$ cat config.mk
export PLATFORM = sky130hd
export DESIGN_NAME = telemetry_frame_serializer_crc16_top_flat
export DESIGN_NICKNAME = d
export VERILOG_FILES = /design/src/rtl/core/tfs_pkg.sv /design/src/rtl/core/tfs_rec_if.sv /design/src/rtl/core/tfs_frame_if.sv /design/src/rtl/core/tfs_crc_unit.sv /design/src/rtl/core/tfs_frame_buf.sv /design/src/rtl/core/telemetry_frame_serializer_crc16_top.sv /design/src/flat_wrapper.sv
export SDC_FILE = /design/constraint.sdc
export NUM_CORES = 1
export LEC_CHECK = 0
export ABC_AREA = 1
export CAP_MARGIN = 5
export CORE_ASPECT_RATIO = 1.1
export CORE_UTILIZATION = 48
export DETAILED_ROUTE_END_ITERATION = 8
export DONT_BUFFER_PORTS = 1
export HOLD_SLACK_MARGIN = 0.15
export PLACE_DENSITY_LB_ADDON = 0.12
export SLEW_MARGIN = 40
export SYNTH_ARGS = -nofsm -noshare
export SYNTH_HDL_FRONTEND = slang
export SYNTH_SLANG_ARGS = --single-unit
$ cat constraint.sdc
create_clock -name clk -period 21.3 [get_ports clk]
set_input_delay 4.26 -clock clk [delete_from_list [all_inputs] [get_ports clk]]
set_output_delay 4.26 -clock clk [all_outputs]
set_load 0.02 [all_outputs]
$ cat src/rtl/core/tfs_pkg.sv
`default_nettype none
package tfs_pkg;

    localparam int FRAME_LEN = 48;
    localparam int BODY_LEN  = 46;
    localparam int HDR_LEN   = 6;
    localparam int NUM_WORDS = 10;
    localparam int WORD_W    = 32;
    localparam int IDX_W     = $clog2(FRAME_LEN);

    localparam logic [7:0]  MAGIC_A   = 8'h42;
    localparam logic [7:0]  MAGIC_B   = 8'h43;
    localparam logic [7:0]  VERSION   = 8'h01;
    localparam logic [7:0]  SIZE_BYTE = 8'(FRAME_LEN);
    localparam logic [15:0] CRC_INIT  = 16'hFFFF;
    localparam logic [15:0] CRC_POLY  = 16'h1021;

    localparam logic [IDX_W-1:0] POS_MAGIC_A = IDX_W'(0);
    localparam logic [IDX_W-1:0] POS_MAGIC_B = IDX_W'(1);
    localparam logic [IDX_W-1:0] POS_VERSION = IDX_W'(2);
    localparam logic [IDX_W-1:0] POS_SIZE    = IDX_W'(3);
    localparam logic [IDX_W-1:0] POS_SEQ_LO  = IDX_W'(4);
    localparam logic [IDX_W-1:0] POS_SEQ_HI  = IDX_W'(5);
    localparam logic [IDX_W-1:0] POS_BODY    = IDX_W'(HDR_LEN);
    localparam logic [IDX_W-1:0] POS_CRC_LO  = IDX_W'(BODY_LEN);
    localparam logic [IDX_W-1:0] POS_CRC_HI  = IDX_W'(FRAME_LEN - 1);

    typedef enum logic [1:0] {
        ST_IDLE = 2'b01,
        ST_SEND = 2'b10
    } state_t;

    typedef struct packed {
        logic init;
        logic update;
    } crc_ctl_t;

    typedef struct packed {
        logic load;
        logic advance;
    } buf_ctl_t;

    function automatic logic [15:0] crc16_byte(input logic [15:0] crc, input logic [7:0] data);
        logic [15:0] c;
        c = crc ^ {data, 8'h00};
        for (int k = 0; k < 8; k++) begin
            if (c[15]) begin
                c = {c[14:0], 1'b0} ^ CRC_POLY;
            end
            else begin
                c = {c[14:0], 1'b0};
            end
        end
        return c;
    endfunction

endpackage
`default_nettype wire

$ cat src/rtl/core/tfs_rec_if.sv
`default_nettype none
interface tfs_rec_if;
    logic        valid;
    logic        ready;
    logic [31:0] time_stamp;
    logic [31:0] roll_angle;
    logic [31:0] roll_target;
    logic [31:0] gyro_rate;
    logic [31:0] gyro_target;
    logic [31:0] wheel_target;
    logic [31:0] left_wheel;
    logic [31:0] right_wheel;
    logic [31:0] speed_feedback;
    logic [31:0] speed_correction;
    logic        link_ready;

    modport source (
        output valid, time_stamp, roll_angle, roll_target, gyro_rate, gyro_target,
               wheel_target, left_wheel, right_wheel, speed_feedback, speed_correction,
               link_ready,
        input  ready
    );

    modport sink (
        input  valid, time_stamp, roll_angle, roll_target, gyro_rate, gyro_target,
               wheel_target, left_wheel, right_wheel, speed_feedback, speed_correction,
               link_ready,
        output ready
    );
endinterface
`default_nettype wire

$ cat src/rtl/core/tfs_frame_if.sv
`default_nettype none
interface tfs_frame_if;
    logic       valid;
    logic       ready;
    logic [7:0] frame_byte;
    logic       frame_end;

    modport source (
        output valid, frame_byte, frame_end,
        input  ready
    );

    modport sink (
        input  valid, frame_byte, frame_end,
        output ready
    );
endinterface
`default_nettype wire

$ cat src/rtl/core/tfs_crc_unit.sv
`default_nettype none
module tfs_crc_unit
    import tfs_pkg::*;
(
    input  wire logic        clk,
    input  wire logic        rst_n,
    input  wire crc_ctl_t    ctl,
    input  wire logic [7:0]  data,
    output logic      [15:0] crc
);

    logic [15:0] crc_reg;
    logic [15:0] crc_next;

    always_comb
    begin
        crc_next = crc_reg;
        priority if (ctl.init)
        begin
            crc_next = CRC_INIT;
        end
        else if (ctl.update)
        begin
            crc_next = crc16_byte(crc_reg, data);
        end
    end

    always_ff @(posedge clk or negedge rst_n)
    begin
        if (!rst_n)
        begin
            crc_reg <= CRC_INIT;
        end
        else
        begin
            crc_reg <= crc_next;
        end
    end

    assign crc = crc_reg;

endmodule
`default_nettype wire

$ cat src/rtl/core/tfs_frame_buf.sv
`default_nettype none
module tfs_frame_buf
    import tfs_pkg::*;
(
    input  wire logic                        clk,
    input  wire buf_ctl_t                    ctl,
    input  wire logic [NUM_WORDS*WORD_W-1:0] words,
    input  wire logic [15:0]                 seq,
    input  wire logic [15:0]                 crc,
    input  wire logic [IDX_W-1:0]            idx,
    output logic      [7:0]                  frame_byte
);

    logic [NUM_WORDS*WORD_W-1:0] shift_reg;
    logic [NUM_WORDS*WORD_W-1:0] shift_next;

    always_comb
    begin
        shift_next = shift_reg;
        priority if (ctl.load)
        begin
            shift_next = words;
        end
        else if (ctl.advance)
        begin
            shift_next = {8'h00, shift_reg[NUM_WORDS*WORD_W-1:8]};
        end
    end

    always_ff @(posedge clk)
    begin
        shift_reg <= shift_next;
    end

    always_comb
    begin
        priority if (idx == POS_MAGIC_A)
        begin
            frame_byte = MAGIC_A;
        end
        else if (idx == POS_MAGIC_B)
        begin
            frame_byte = MAGIC_B;
        end
        else if (idx == POS_VERSION)
        begin
            frame_byte = VERSION;
        end
        else if (idx == POS_SIZE)
        begin
            frame_byte = SIZE_BYTE;
        end
        else if (idx == POS_SEQ_LO)
        begin
            frame_byte = seq[7:0];
        end
        else if (idx == POS_SEQ_HI)
        begin
            frame_byte = seq[15:8];
        end
        else if (idx == POS_CRC_LO)
        begin
            frame_byte = crc[7:0];
        end
        else if (idx == POS_CRC_HI)
        begin
            frame_byte = crc[15:8];
        end
        else
        begin
            frame_byte = shift_reg[7:0];
        end
    end

endmodule
`default_nettype wire

$ cat src/rtl/core/telemetry_frame_serializer_crc16_top.sv
// The first frame byte is offered in the cycle after the record transfer. One frame
// byte per output transfer, 48 transfers per frame; the next record is taken the
// cycle after the last byte. A record with link_ready low is taken and dropped. The
// CRC unit folds one byte per output transfer up to the last body byte, not the CRC
// bytes. Reset puts the sequencer in idle at index 0 and clears the sequence number.
`default_nettype none
module telemetry_frame_serializer_crc16_top
    import tfs_pkg::*;
(
    input  wire logic clk,
    input  wire logic rst_n,
    tfs_rec_if.sink   rec,
    tfs_frame_if.source frame
);

    state_t           state_reg;
    state_t           state_next;
    logic [IDX_W-1:0] idx_reg;
    logic [IDX_W-1:0] idx_next;
    logic [15:0]      seq_reg;
    logic [15:0]      seq_next;
    logic             in_xfer;
    logic             out_xfer;
    logic             last_byte;
    logic [15:0]      crc;
    logic [7:0]       frame_byte;
    crc_ctl_t         crc_ctl;
    buf_ctl_t         buf_ctl;

    assign rec.ready   = (state_reg == ST_IDLE);
    assign frame.valid = (state_reg == ST_SEND);
    assign in_xfer     = rec.valid && rec.ready;
    assign out_xfer    = frame.valid && frame.ready;
    assign last_byte   = (idx_reg == POS_CRC_HI);

    assign buf_ctl.load    = in_xfer && rec.link_ready;
    assign buf_ctl.advance = out_xfer && (idx_reg >= POS_BODY) && (idx_reg < POS_CRC_LO);
    assign crc_ctl.init    = in_xfer && rec.link_ready;
    assign crc_ctl.update  = out_xfer && (idx_reg < POS_CRC_LO);

    always_comb
    begin
        state_next = state_reg;
        idx_next   = idx_reg;
        seq_next   = seq_reg;
        unique case (state_reg)
            ST_IDLE:
            begin
                if (rec.valid && rec.link_ready)
                begin
                    state_next = ST_SEND;
                    idx_next   = '0;
                end
            end
            ST_SEND:
            begin
                if (frame.ready)
                begin
                    if (last_byte)
                    begin
                        state_next = ST_IDLE;
                        idx_next   = '0;
                        seq_next   = seq_reg + 16'd1;
                    end
                    else
                    begin
                        idx_next = idx_reg + IDX_W'(1);
                    end
                end
            end
            default:
            begin
                state_next = ST_IDLE;
                idx_next   = '0;
            end
        endcase
    end

    always_ff @(posedge clk or negedge rst_n)
    begin
        if (!rst_n)
        begin
            state_reg <= ST_IDLE;
            idx_reg   <= '0;
            seq_reg   <= '0;
        end
        else
        begin
            state_reg <= state_next;
            idx_reg   <= idx_next;
            seq_reg   <= seq_next;
        end
    end

    tfs_crc_unit u_crc (
        .clk   (clk),
        .rst_n (rst_n),
        .ctl   (crc_ctl),
        .data  (frame_byte),
        .crc   (crc)
    );

    tfs_frame_buf u_buf (
        .clk        (clk),
        .ctl        (buf_ctl),
        .words      ({rec.speed_correction, rec.speed_feedback, rec.right_wheel,
                      rec.left_wheel, rec.wheel_target, rec.gyro_target, rec.gyro_rate,
                      rec.roll_target, rec.roll_angle, rec.time_stamp}),
        .seq        (seq_reg),
        .crc        (crc),
        .idx        (idx_reg),
        .frame_byte (frame_byte)
    );

    assign frame.frame_byte = frame_byte;
    assign frame.frame_end  = last_byte;

    a_idx_range: assert property (@(posedge clk) disable iff (!rst_n)
        frame.valid |-> idx_reg <= POS_CRC_HI)
        else $error("frame index beyond last byte");

    a_start: assert property (@(posedge clk) disable iff (!rst_n)
        in_xfer && rec.link_ready |=> frame.valid && idx_reg == POS_MAGIC_A)
        else $error("accepted record did not start a frame");

    a_drop: assert property (@(posedge clk) disable iff (!rst_n)
        in_xfer && !rec.link_ready |=> !frame.valid && $stable(seq_reg))
        else $error("dropped record changed state");

    a_seq_inc: assert property (@(posedge clk) disable iff (!rst_n)
        out_xfer && frame.frame_end |=> seq_reg == 16'($past(seq_reg) + 16'd1))
        else $error("sequence number not advanced after frame");

endmodule
`default_nettype wire
$ cat src/flat_wrapper.sv
// flat-port wrapper written by rule: the top's interface ports become plain ports
module telemetry_frame_serializer_crc16_top_flat import tfs_pkg::*;
  (clk, rst_n, rec_valid, rec_time_stamp, rec_roll_angle, rec_roll_target, rec_gyro_rate, rec_gyro_target, rec_wheel_target, rec_left_wheel, rec_right_wheel, rec_speed_feedback, rec_speed_correction, rec_link_ready, rec_ready, frame_valid, frame_frame_byte, frame_frame_end, frame_ready);
  tfs_rec_if rec_i ();
  tfs_frame_if frame_i ();
  input  wire logic clk;
  input  wire logic rst_n;
  input wire logic [$bits(rec_i.valid)-1:0] rec_valid;
  input wire logic [$bits(rec_i.time_stamp)-1:0] rec_time_stamp;
  input wire logic [$bits(rec_i.roll_angle)-1:0] rec_roll_angle;
  input wire logic [$bits(rec_i.roll_target)-1:0] rec_roll_target;
  input wire logic [$bits(rec_i.gyro_rate)-1:0] rec_gyro_rate;
  input wire logic [$bits(rec_i.gyro_target)-1:0] rec_gyro_target;
  input wire logic [$bits(rec_i.wheel_target)-1:0] rec_wheel_target;
  input wire logic [$bits(rec_i.left_wheel)-1:0] rec_left_wheel;
  input wire logic [$bits(rec_i.right_wheel)-1:0] rec_right_wheel;
  input wire logic [$bits(rec_i.speed_feedback)-1:0] rec_speed_feedback;
  input wire logic [$bits(rec_i.speed_correction)-1:0] rec_speed_correction;
  input wire logic [$bits(rec_i.link_ready)-1:0] rec_link_ready;
  output wire logic [$bits(rec_i.ready)-1:0] rec_ready;
  output wire logic [$bits(frame_i.valid)-1:0] frame_valid;
  output wire logic [$bits(frame_i.frame_byte)-1:0] frame_frame_byte;
  output wire logic [$bits(frame_i.frame_end)-1:0] frame_frame_end;
  input wire logic [$bits(frame_i.ready)-1:0] frame_ready;
  assign rec_i.valid = rec_valid;
  assign rec_i.time_stamp = rec_time_stamp;
  assign rec_i.roll_angle = rec_roll_angle;
  assign rec_i.roll_target = rec_roll_target;
  assign rec_i.gyro_rate = rec_gyro_rate;
  assign rec_i.gyro_target = rec_gyro_target;
  assign rec_i.wheel_target = rec_wheel_target;
  assign rec_i.left_wheel = rec_left_wheel;
  assign rec_i.right_wheel = rec_right_wheel;
  assign rec_i.speed_feedback = rec_speed_feedback;
  assign rec_i.speed_correction = rec_speed_correction;
  assign rec_i.link_ready = rec_link_ready;
  assign rec_ready = rec_i.ready;
  assign frame_valid = frame_i.valid;
  assign frame_frame_byte = frame_i.frame_byte;
  assign frame_frame_end = frame_i.frame_end;
  assign frame_i.ready = frame_ready;
  telemetry_frame_serializer_crc16_top u_core (.clk(clk), .rst_n(rst_n), .rec(rec_i), .frame(frame_i));
endmodule
; ---- Yosys cells after proc, flatten, opt, wreduce, memory -nomap -nowiden
; Index checks and enable logic that the tools add are counted.
[word_totals]
reg_bits = 360
elab_cells = 85
[classes]
addsub = 2
n_lt_le_gt_ge = 2
n_eq_ne = 12
n_mux = 42
n_bitwise = 9
reduce_logical = 13
[ops]
columns = operator, n
row1 = 2-to-1 mux 320 bit, 2
row2 = 2-to-1 mux 16 bit, 16
row3 = 2-to-1 mux 13 bit, 8
row4 = 2-to-1 mux 8 bit, 8
row5 = NOT 3 bit, 8
row6 = 2-to-1 mux 6 bit, 3
row7 = adder 16 x 1 -> 16 bit (second input constant), 1
row8 = bitwise XOR 16 bit, 1
row9 = equality test 6 x 2 -> 1 bit (second input constant), 2
row10 = equality test 6 x 3 -> 1 bit (second input constant), 2
row11 = equality test 6 bit (second input constant), 2
row12 = case mux 6 bit (2 select lines), 1
row13 = logical AND 1 bit, 7
row14 = adder 6 x 1 -> 6 bit (second input constant), 1
row15 = equality test 6 x 1 -> 1 bit (second input constant), 1
row16 = >= comparator 6 x 3 -> 1 bit (second input constant), 1
row17 = zero test 6 bit, 1
row18 = < comparator 6 bit (second input constant), 1
row19 = 2-to-1 mux 2 bit, 3
row20 = != test 2 bit (second input constant), 3
row21 = AND reduction 3 bit, 2
row22 = case mux 2 bit (2 select lines), 1
row23 = nonzero test 2 bit, 2
row24 = equality test 2 x 1 -> 1 bit (second input constant), 1
row25 = 2 further kinds, 2

; ---- Depth between registers and ports, before layout
; Gate-level depths: netlist of the first run.
[logic_depth]
word_depth = 42
ltp_mapped = 19
mapped_depth_nobuf = 19

; ---- Hierarchy
; Synthesis of the first run repeated with hierarchy kept, for this count alone.
[hier_totals]
hier_cells = 1801
area_unflattened_um2 = 16603.4
[modules_own_cells]
columns = module, n_inst, cells_each, area_each_um2, seq_area_each_um2
row1 = tfs_frame_buf, 1, 1466, 14098.5, 9609.2
row2 = telemetry_frame_serializer_crc16_top, 1, 178, 1431.4, 601.8
row3 = tfs_crc_unit, 1, 157, 1073.5, 420.4

; ---- Least setup slack after synthesis of the first run
; No wires, ideal clock.
[synth_path]
kind = input port to flip-flop
startpoint = input port rec_link_ready
endpoint = register u_core.u_buf.shift_reg[0], enable pin
t_arrival_ns = 21.680
required_time_ns = 20.125
path_slack_ns = -1.555
stages = 5
n_path_buf = 1
cell_sequence = nand2_1 > nor2_1 > inv_2 > clkbuf_1 > a41oi_1
[synth_between]
elab_chain_cells = 2
[synth_rtl]
columns = element, line_no
row1 = "start, declared", flat_wrapper.sv:19  ; input wire logic [$bits(rec_i.link_ready)-1:0] rec_link_ready;
row2 = logical AND 1 bit, telemetry_frame_serializer_crc16_top.sv:36  ; assign buf_ctl.load = in_xfer && rec.link_ready;
row3 = nonzero test 2 bit (no line), -
row4 = "end signal, assigned", tfs_frame_buf.sv:32  ; shift_reg <= shift_next;
row5 = "end, declared", tfs_frame_buf.sv:14  ; logic [NUM_WORDS*WORD_W-1:0] shift_reg;
; No other way between the ends.
; A chain may end at the register's enable or synchronous reset.

; ---- Final worst setup path of the first run
[layout_path]
startpoint = input port rec_link_ready
endpoint = register u_core.u_buf.shift_reg[250], enable pin
; Same word-level chain as after synthesis.

==> flow_summary.json, run 1 <==
{
  "status": "finished, final reports clean",
  "routed_metal_1_wire_length_microns": 15200,
  "place.gp.congestion": 0.831,
  "yosysSeqAreaShare": 0.646,
  "floorplan.core_area_sq_um": 33500,
  "hpwl_microns": 25600,
  "number_of_enable_flip_flop_cells_after_synthesis": 320,
  "final_number_of_max_transition_violations": 0,
  "dieArea_sq_um": 35000,
  "max_freq_mhz": 115,
  "hp-start": "u_core.seq_reg[15]",
  "grt_pass1_wl_microns": 57200,
  "finish.utilization": 0.543,
  "setup_viol": 0,
  "power_report.internal_total_mw": 1.35,
  "syn_to_final_growth_pct": 10.5,
  "grt_max_degree": 111,
  "overflow": 0,
  "synth_top_family_by_area": "simple AND/OR/NAND/NOR gates",
  "num_antenna_cells": 0,
  "min-delay-path-class": "reg -> reg",
  "sequential_group_share_of_total_power": 0.463,
  "rsz_0062_raised_after_global_routing": "false",
  "layout_setup_ws_ns": 12.62,
  "postSynth.topFlopCell": "sky130_fd_sc_hd__edfxtp_1",
  "synth_xor_area_frac": 0.00897,
  "crit-reg2reg-capture": "u_core.u_buf.shift_reg[250]",
  "timing.critical_path.arrival_ns": 8.87,
  "power.total_mw": 1.89,
  "layout.nets": 2070,
  "cts_tree": "yes",
  "syn_area_sq_um": 16500,
  "synthAdderAreaFrac": 0.00380,
  "cp-startpoint": "rec_link_ready",
  "final.setup_skew_ns": 0.0144,
  "timing.critical_path.from_type": "primary input",
  "syn_nets": 2090,
  "routed_wire_length_per_instance_microns": 17.3,
  "drt_pass1_iterations": 5,
  "numCtsBuffers": 40,
  "routed_wl_microns": 38000,
  "ys_types": 38,
  "timing.setup.tns_ns": 0,
  "yosys_reg_bits": 360,
  "core.rowCount": 70,
  "async_s_r_ff_share_synth": 0.111,
  "routed.top_layer": "met4",
  "postSynthCellCount": 1760,
  "finalHoldViolCount": 0,
  "first_global_vias": 10910,
  "ant_nets": 0,
  "route.met2.wl_microns": 18600,
  "power_density_nw_per_um2": 104,
  "dr_total_vias": 11204,
  "setup.worst_path.class": "in -> reg",
  "htreeDepth": 2,
  "synth_top_cell_by_area": "sky130_fd_sc_hd__edfxtp_1",
  "worstReg2RegStart": "u_core.state_reg[0]",
  "synth_simple_gate_area_share": 0.289,
  "detailroute.wirelength.met3_microns": 3120,
  "critical_path.endpoint": "u_core.u_buf.shift_reg[250]",
  "reg2reg_setup_slack_ns": 15.79,
  "worstSetupEndpointType": "flip-flop",
  "leakagePower_nw": 8.01,
  "layout_worst_path_cycle_share": 0.408,
  "detail_route.vias_per_cell": 5.09,
  "post-cts-setup-buffer-count": 0,
  "die_height_microns": 196,
  "ir_drop_mv": 0.0651,
  "combinational_power_share": 0.176,
  "io-pin-count": 336,
  "cp_data_required_time_ns": 21.49,
  "number_of_antenna_violations_at_the_first_check_in_global_routing": 0,
  "synth_compound_gate_area_share": 0.0170,
  "postCtsResizedCells": 0,
  "number_of_clock_sinks": 360,
  "floorplan.initialDensity": 0.492,
  "synth_area_leaders": "sky130_fd_sc_hd__edfxtp_1 58%, sky130_fd_sc_hd__nand2_1 24%, sky130_fd_sc_hd__dfrtp_1 3.5%",
  "cap_viol_max_count": 0,
  "worst-r2r-cell-count": 10,
  "cp_max_fo": 110,
  "yosys.area.top_type_share": 0.584,
  "insertion_delay_ns": 0.53,
  "avgSynthCellArea_sq_um": 9.35,
  "drive_gt1_frac": 0.0786,
  "power.clock.fraction": 0.362,
  "worstMarginPinSlew_ns": 0.790,
  "clk_path_buf_depth": 3,
  "clk_transition_reported_paths_ns": 0.06,
  "hold_buffers": 0,
  "max-slew-margin-rel": 0.473,
  "root_buffer": "sky130_fd_sc_hd__clkbuf_16",
  "post-place-ws_ns": 12.00,
  "grtUsageTotal": 0.213,
  "yosysWarningCount": 0,
  "power.net_switching_uw": 537,
  "switching_share": 0.285,
  "dieWidth_microns": 179,
  "yosys-mux-area-fraction": 0,
  "port_buffers": 0,
  "finalCriticalPeriod_ns": 8.68,
  "dr.first_iter.drc_count": 813,
  "remaining_drc_errors": 0,
  "largest_register_ffs": 320
}
[metal layers]
layer / global-route usage / up-vias
li1: - / 5612
met1: 0.263 / 5174
met2: 0.357 / 353
met3: 0.0622 / 65
met4: 0.0694 / 0
met5: 0 / -
[layout by cell type (no fill, tap or decap), types with 6 or more instances in the layout]
cell / n
sky130_fd_sc_hd__a21oi_1: 29
sky130_fd_sc_hd__buf_6: 7
sky130_fd_sc_hd__clkbuf_1: 9
sky130_fd_sc_hd__clkbuf_16: 42
sky130_fd_sc_hd__clkinv_1: 8
sky130_fd_sc_hd__dfrtp_1: 23
sky130_fd_sc_hd__dfstp_2: 17
sky130_fd_sc_hd__edfxtp_1: 320
sky130_fd_sc_hd__inv_1: 66
sky130_fd_sc_hd__nand2_1: 1046
sky130_fd_sc_hd__nand2_2: 19
sky130_fd_sc_hd__nand3_1: 53
sky130_fd_sc_hd__nand3_2: 6
sky130_fd_sc_hd__nor2_1: 27
sky130_fd_sc_hd__nor2_4: 7
sky130_fd_sc_hd__o21ai_0: 10
sky130_fd_sc_hd__xor2_1: 13
[area by class of cell]
type | count | area (sq um)
inverter | 71 | 274
tap | 432 | 541
clock inverter | 20 | 211
sequential | 360 | 10600
multi-input combinational | 1254 | 5270
clock buffer | 51 | 1080
fill | 3058 | 15300
timing repair buffer | 13 | 164
[logic make-up after synthesis]
| logic type | Yosys count |
|---|---|
| buffers and inverters | 146 |
| adder cells (fa/ha/maj) | 5 |
| AND/OR/NAND/NOR | 1182 |
| AO/OA/AOI/OAI | 51 |
| flip-flops | 360 |
| XOR/XNOR | 16 |
[cells in the mapped netlist, types with 2 or more instances]
cell type / count
sky130_fd_sc_hd__clkbuf_1: 57
sky130_fd_sc_hd__dfrtp_1: 23
sky130_fd_sc_hd__nand3_2: 6
sky130_fd_sc_hd__xor2_1: 13
sky130_fd_sc_hd__nand2_4: 4
sky130_fd_sc_hd__buf_2: 15
sky130_fd_sc_hd__nand2_2: 19
sky130_fd_sc_hd__nor3_1: 4
sky130_fd_sc_hd__edfxtp_1: 320
sky130_fd_sc_hd__nor2_4: 6
sky130_fd_sc_hd__o211ai_1: 2
sky130_fd_sc_hd__xnor2_1: 2
sky130_fd_sc_hd__a21oi_1: 29
sky130_fd_sc_hd__o21ai_0: 10
sky130_fd_sc_hd__ha_1: 5
sky130_fd_sc_hd__nor2_2: 4
sky130_fd_sc_hd__nand2_1: 1046
sky130_fd_sc_hd__inv_2: 5
sky130_fd_sc_hd__nor3_2: 3
sky130_fd_sc_hd__o21ai_1: 3
sky130_fd_sc_hd__nand4_1: 5
sky130_fd_sc_hd__dfstp_2: 17
sky130_fd_sc_hd__nor2_1: 29
sky130_fd_sc_hd__inv_1: 66
sky130_fd_sc_hd__buf_4: 2
sky130_fd_sc_hd__nand3_1: 53
[power by group through the flow]
stage	clock network [mW]	registers, mW	logic, mW
2_1_floorplan	0	0.897	0.257
3_3_place_gp	0	0.887	0.323
3_5_place_dp	0	0.888	0.334
4_1_cts	0.701	0.874	0.335
5_1_grt	0.726	0.877	0.382
6_report	0.683	0.874	0.332
[worst max-delay path, cell delays in order]
cell                      delay [ns]
sky130_fd_sc_hd__nand2_1        0.06
sky130_fd_sc_hd__nor2_4         0.10
sky130_fd_sc_hd__buf_4          0.54
sky130_fd_sc_hd__buf_4          0.75
sky130_fd_sc_hd__inv_8          0.38
sky130_fd_sc_hd__a41oi_4        0.63
sky130_fd_sc_hd__buf_6          0.60
sky130_fd_sc_hd__buf_4          0.59
sky130_fd_sc_hd__buf_6          0.34
sky130_fd_sc_hd__buf_16         0.33
[stage by stage]
stage	cell area (sq um)	instances	hold slack (ns)
2_1_floorplan	16500	1760	0.442
3_3_place_gp	16800	2127	0.463
3_5_place_dp	16800	2129	0.464
4_1_cts	18100	2200	0.478
5_1_grt	18200	2201	0.492
6_report	18200	2201	0.475
[worst min path at each step]
stage / end / slack (ns) / cells past startpoint
6_report: u_core.seq_reg[15] / 0.48 / 1
5_1_grt: u_core.seq_reg[15] / 0.49 / 1
4_1_cts: u_core.seq_reg[15] / 0.48 / 1
3_5_place_dp: u_core.seq_reg[15] / 0.46 / 1
3_3_place_gp: u_core.seq_reg[15] / 0.46 / 1
2_1_floorplan: u_core.seq_reg[15] / 0.44 / 1
Note: power is estimated with default switching activity, not from simulation.
==> run 2, diff against run 1 <==
==> constraint.sdc (replaced) <==
create_clock -name clk -period 7.7 [get_ports clk]
set_input_delay 1.54 -clock clk [delete_from_list [all_inputs] [get_ports clk]]
set_output_delay 1.54 -clock clk [all_outputs]
set_load 0.02 [all_outputs]
==> run 2 against run 1 <==
Power increased to 2.7 times the previous value. Utilization down 0.20 points. Global-route usage shrank 0.20 points. Largest cell class unchanged. Non-clock buffer count fell by 2. Register-to-register slack worse by 11 ns.
==> flow_summary.json, run 2 (same netlist as run 1, synthesis figures left out) <==
{
  "status": "finished, final reports clean",
  "dr.first_iter.drc_count": 910,
  "grtUsageTotal": 0.211,
  "first_global_vias": 10799,
  "dieWidth_microns": 179,
  "core.rowCount": 70,
  "largest_register_ffs": 320,
  "overflow": 0,
  "grt_pass1_wl_microns": 57100,
  "syn_to_final_growth_pct": 10.1,
  "post-cts-setup-buffer-count": 0,
  "clk_path_buf_depth": 3,
  "grt_max_degree": 160,
  "port_buffers": 0,
  "max_freq_mhz": 248,
  "drt_pass1_iterations": 5,
  "number_of_antenna_violations_at_the_first_check_in_global_routing": 3,
  "crit_chain": "inv_1 > ha_1 > inv_1 > nor2_1 > nand2_2 > inv_1 > nand2_1 > nand3_1 > nand2_1 > nand2_1 > nand2_1 > inv_1",
  "timing.critical_path.arrival_ns": 2.49,
  "final_number_of_max_transition_violations": 0,
  "hpwl_microns": 25200,
  "hold_buffers": 0,
  "power_density_nw_per_um2": 281,
  "stdcell_area_sq_um": 18100,
  "worst_path_dominant_cell_family": "simple AND/OR/NAND/NOR gates",
  "floorplan.initialDensity": 0.492,
  "htreeDepth": 2,
  "ant_nets": 0,
  "layout_worst_path_cycle_share": 0.524,
  "layout.cells.most_common": "sky130_fd_sc_hd__nand2_1",
  "layout.filler_cells": 3094,
  "die_height_microns": 196,
  "leakagePower_nw": 7.97,
  "setup.worst_path.class": "reg -> out",
  "routed_wire_length_per_instance_microns": 17.0,
  "mostFrequentLayoutCells": "1045 x sky130_fd_sc_hd__nand2_1, 320 x sky130_fd_sc_hd__edfxtp_1, 64 x sky130_fd_sc_hd__inv_1",
  "floorplan.core_area_sq_um": 33500,
  "cts_tree": "yes",
  "dieArea_sq_um": 35000,
  "root_buffer": "sky130_fd_sc_hd__clkbuf_16",
  "worstMarginPinSlew_ns": 0.706,
  "numCtsBuffers": 39,
  "clk_transition_reported_paths_ns": 0.06,
  "ir_drop_mv": 0.236,
  "cap_viol_max_count": 0,
  "detail_route.vias_per_cell": 5.08,
  "io-pin-count": 336,
  "max-slew-margin-rel": 0.529,
  "dr_total_vias": 11199,
  "cp_max_fo": 12,
  "number_of_clock_sinks": 360,
  "place.gp.congestion": 0.855,
  "postCtsResizedCells": 0,
  "timing.critical_path.from_type": "flip-flop",
  "routed_wl_microns": 37400,
  "power.total_mw": 5.09,
  "finalHoldViolCount": 0,
  "min-delay-path-class": "reg -> reg",
  "dpl-instance-area_sq_um": 16900,
  "worstPathBufferInverterCount": 4,
  "finalCriticalPeriod_ns": 4.03,
  "rsz_0062_raised_after_global_routing": "false",
  "cp_data_required_time_ns": 6.16,
  "layout.nets": 2067,
  "crit_slowest_cell": "sky130_fd_sc_hd__dfrtp_1",
  "layout_setup_ws_ns": 3.67,
  "final.setup_skew_ns": 0.0174,
  "post-place-ws_ns": 3.74,
  "setup_viol": 0,
  "insertion_delay_ns": 0.53,
  "drive_gt1_frac": 0.0781,
  "cpPeakStageDelay_ns": 0.40,
  "remaining_drc_errors": 0,
  "worstSetupEndpointType": "primary output"
}
## run 2: area by class of cell
type                       count  area [sq um]  area share
sequential                   360         10600       0.587
multi-input combinational   1254          5290       0.292
clock buffer                  50          1060      0.0585
tap                          432           541      0.0299
inverter                      71           284      0.0157
timing repair buffer          11           155     0.00857
clock inverter                22           135     0.00746
antenna                        3          7.51    0.000415
## run 2: worst paths after layout
path / start / cells past startpoint / slack [ns] / end
worst max-delay path: u_core.idx_reg[0] / 12 / 3.67 / frame_frame_byte[5]
worst min-delay path: u_core.u_crc.crc[11] / 2 / 0.50 / u_core.u_crc.crc[11]
worst max register to register: u_core.state_reg[0] / 6 / 4.61 / u_core.u_buf.shift_reg[121]
worst min register to register: u_core.u_crc.crc[11] / 2 / 0.50 / u_core.u_crc.crc[11]
max in group asynchronous: rst_n / 0 / 6.80 / u_core.u_crc.crc[13]
min in group asynchronous: rst_n / 0 / 0.72 / u_core.state_reg[1]
## run 2: power breakdown
| group | switching [mW] | total (mW) | internal [mW] |
|---|---|---|---|
| Combinational | 0.670 | 0.921 | 0.251 |
| Clock | 0.751 | 1.76 | 1.01 |
| Sequential | 0.0527 | 2.41 | 2.36 |
| Total | 1.47 | 5.09 | 3.61 |
## run 2: stage by stage
stage	hold slack, ns	cells	utilization	TNS (ns)
floorplan	0.442	1760	-	-188.70
global placement	0.474	2126	0.503	0
detailed placement	0.486	2128	0.505	0
CTS	0.496	2200	0.541	0
global route	0.516	2203	0.541	0
finish	0.498	2203	0.541	0
## run 2: layer usage
layer | track usage | part of all wire
met5 | 0 | 0
met3 | 0.0589 | 0.079
met2 | 0.348 | 0.49
met1 | 0.265 | 0.41
met4 | 0.0750 | 0.026
## run 2: worst reg2reg max path: cells and delay by family, from the launching register on
family          cells  cell delay (ns)
buf+inv             3             1.29
compound gates      1             0.52
flops               1             0.54
simple gates        2             0.32
==> run 3, diff against run 2 <==
==> constraint.sdc (replaced) <==
create_clock -name clk -period 3.76 [get_ports clk]
set_input_delay 0.752 -clock clk [delete_from_list [all_inputs] [get_ports clk]]
set_output_delay 0.752 -clock clk [all_outputs]
set_load 0.02 [all_outputs]
==> run 3 against run 2 <==
Sequential share of layout area is essentially flat. Worst setup slack lost 3.1 ns. Critical path depth is the same. Power grew 100%. Clock power grew 100%. Design area is essentially flat. Die area is the same. Global-route usage grew 0.68 points. Critical endpoint unchanged.
==> flow_summary.json, run 3 (same netlist as run 1, synthesis figures left out) <==
{
  "status": "finished, final reports clean",
  "reg2reg_setup_slack_ns": 1.05,
  "cts_tree": "yes",
  "timing.critical_path.from_type": "flip-flop",
  "power.total_mw": 10.4,
  "ir_drop_mv": 0.439,
  "post-cts-setup-buffer-count": 0,
  "combined_area_of_the_multi_input_logic_cells_sq_um": 5300,
  "hold_buffers": 2,
  "power_report.internal_total_mw": 7.36,
  "dieArea_sq_um": 35000,
  "floorplan.core_area_sq_um": 33500,
  "numCtsBuffers": 39,
  "place.gp.congestion": 0.862,
  "drt_pass1_iterations": 6,
  "layout.nets": 2070,
  "worstPathBufferInverterCount": 4,
  "root_buffer": "sky130_fd_sc_hd__clkbuf_16",
  "setup_viol": 0,
  "number_of_antenna_violations_at_the_first_check_in_global_routing": 4,
  "min-delay-path-class": "in -> reg",
  "clk_path_buf_depth": 3,
  "max_freq_mhz": 317,
  "power.net_switching_mw": 3.04,
  "final.setup_skew_ns": 0.0205,
  "hpwl_microns": 26100,
  "syn_to_final_growth_pct": 10.1,
  "grt_pass1_wl_microns": 58500,
  "insertion_delay_ns": 0.53,
  "final_cell_count_no_fill": 2202,
  "dr.first_iter.drc_count": 871,
  "final_number_of_max_transition_violations": 0,
  "worstMarginPinSlew_ns": 0.817,
  "core.rowCount": 70,
  "postCtsResizedCells": 0,
  "layout.cells.most_common": "sky130_fd_sc_hd__nand2_1",
  "worstSetupEndpointType": "primary output",
  "grtUsageTotal": 0.218,
  "routed_wl_microns": 38800,
  "combinational_power_share": 0.186,
  "detail_route.vias_per_cell": 5.15,
  "die_height_microns": 196,
  "sequential_group_share_of_total_power": 0.475,
  "cap_viol_max_count": 0,
  "rsz_0062_raised_after_global_routing": "false",
  "layout.filler_cells": 3065,
  "floorplan.initialDensity": 0.492,
  "worst_path_dominant_cell_family": "simple AND/OR/NAND/NOR gates",
  "cp_data_required_time_ns": 3.01,
  "sequential_cell_area_sq_um": 10600,
  "max-slew-margin-rel": 0.455,
  "dieWidth_microns": 179,
  "power_density_nw_per_um2": 575,
  "drive_gt1_frac": 0.0759,
  "finalHoldViolCount": 0,
  "io-pin-count": 336,
  "timing.critical_path.arrival_ns": 2.41,
  "cp_max_fo": 12,
  "first_global_vias": 11017,
  "place_inst": 2128,
  "power.clock.fraction": 0.339,
  "routed_wire_length_per_instance_microns": 17.6,
  "clk_transition_reported_paths_ns": 0.06,
  "leakagePower_nw": 7.96,
  "number_of_clock_sinks": 360,
  "dr_total_vias": 11336,
  "remaining_drc_errors": 0,
  "ant_nets": 0,
  "largest_register_ffs": 320,
  "port_buffers": 0,
  "finalCriticalPeriod_ns": 3.16,
  "mostFrequentLayoutCells": "1045 x sky130_fd_sc_hd__nand2_1, 320 x sky130_fd_sc_hd__edfxtp_1, 64 x sky130_fd_sc_hd__inv_1",
  "overflow": 0,
  "crit_slowest_cell": "sky130_fd_sc_hd__dfrtp_1",
  "switching_share": 0.292,
  "crit_chain": "inv_1 > ha_1 > inv_1 > nor2_1 > nand2_2 > inv_1 > nand2_1 > nand3_1 > nand2_1 > nand2_1 > nand2_1 > inv_1",
  "grt_max_degree": 196,
  "layout_worst_path_cycle_share": 0.840,
  "setup.worst_path.class": "reg -> out",
  "htreeDepth": 2,
  "cpPeakStageDelay_ns": 0.40
}
## run 3: cell types whose count changed in the layout (fill, tap and decap cells not counted), moves of 2 or more
cell,previous run,this run
sky130_fd_sc_hd__buf_6,4,1
sky130_fd_sc_hd__clkbuf_1,8,11
sky130_fd_sc_hd__buf_12,3,7
sky130_fd_sc_hd__clkinv_2,7,2
sky130_fd_sc_hd__clkinv_8,2,0
sky130_fd_sc_hd__clkinv_1,12,10
## run 3: metrics by stage
stage | setup TNS [ns] | hold WS, ns | setup WS, ns | util | instance area (sq um)
6_report | 0 | 0.403 | 0.602 | 0.541 | 18100
5_1_grt | 0 | 0.387 | 0.384 | 0.541 | 18100
3_5_place_dp | 0 | 0.459 | 0.999 | 0.505 | 16900
2_1_floorplan | -1191.21 | 0.442 | -3.72 | - | 16500
4_1_cts | 0 | 0.377 | 0.599 | 0.540 | 18100
3_3_place_gp | 0 | 0.459 | 1.07 | 0.505 | 16900
## run 3: final cells by class
| type | instances | share of cell area |
|---|---|---|
| Sequential cell | 360 | 0.587 |
| Clock buffer | 52 | 0.0577 |
| Antenna cell | 4 | 0.000553 |
| Tap cell | 432 | 0.0298 |
| Inverter | 71 | 0.0154 |
| Clock inverter | 15 | 0.00518 |
| Timing Repair Buffer | 14 | 0.0121 |
| Multi-Input combinational cell | 1254 | 0.292 |
## run 3: power by group through the flow
stage / clock [mW] / combinational (mW) / sequential (mW)
after floorplan: 0 / 1.48 / 5.04
after global placement: 0 / 1.88 / 5.02
after detailed placement: 0 / 1.92 / 5.02
after CTS: 3.60 / 1.94 / 4.94
after global routing: 3.75 / 2.22 / 4.97
final: 3.53 / 1.94 / 4.95
## run 3: final timing paths
check / end / start / cells after the start
max: frame_frame_byte[5] / u_core.idx_reg[0] / 12
min: u_core.u_buf.shift_reg[71] / rec_roll_target[7] / 2
max reg2reg: u_core.u_buf.shift_reg[260] / u_core.idx_reg[5] / 10
min reg2reg: u_core.seq_reg[15] / u_core.seq_reg[15] / 1
max in group asynchronous: u_core.u_crc.crc[9] / rst_n / 2
min in group asynchronous: u_core.idx_reg[4] / rst_n / 2
## run 3: metal layers
| metal | share of wire | track usage | vias to the layer above |
|---|---|---|---|
| met5 | 0.00036 | 0 | - |
| met2 | 0.47 | 0.350 | 369 |
| met4 | 0.029 | 0.0750 | 2 |
| met1 | 0.41 | 0.278 | 5286 |
| met3 | 0.091 | 0.0682 | 63 |
| li1 | - | - | 5616 |
## run 3: worst reg2reg max path, cell delays in order (launching register included)
cell and delay (ns):
sky130_fd_sc_hd__dfrtp_1 0.43, sky130_fd_sc_hd__inv_2 0.15, sky130_fd_sc_hd__nor2_4 0.08, sky130_fd_sc_hd__nand4_1 0.08, sky130_fd_sc_hd__o21ai_0 0.09, sky130_fd_sc_hd__inv_1 0.10, sky130_fd_sc_hd__nand2_4 0.12, sky130_fd_sc_hd__inv_4 0.18
sky130_fd_sc_hd__nor2_4 0.12, sky130_fd_sc_hd__a41oi_4 0.54, sky130_fd_sc_hd__buf_12 0.43
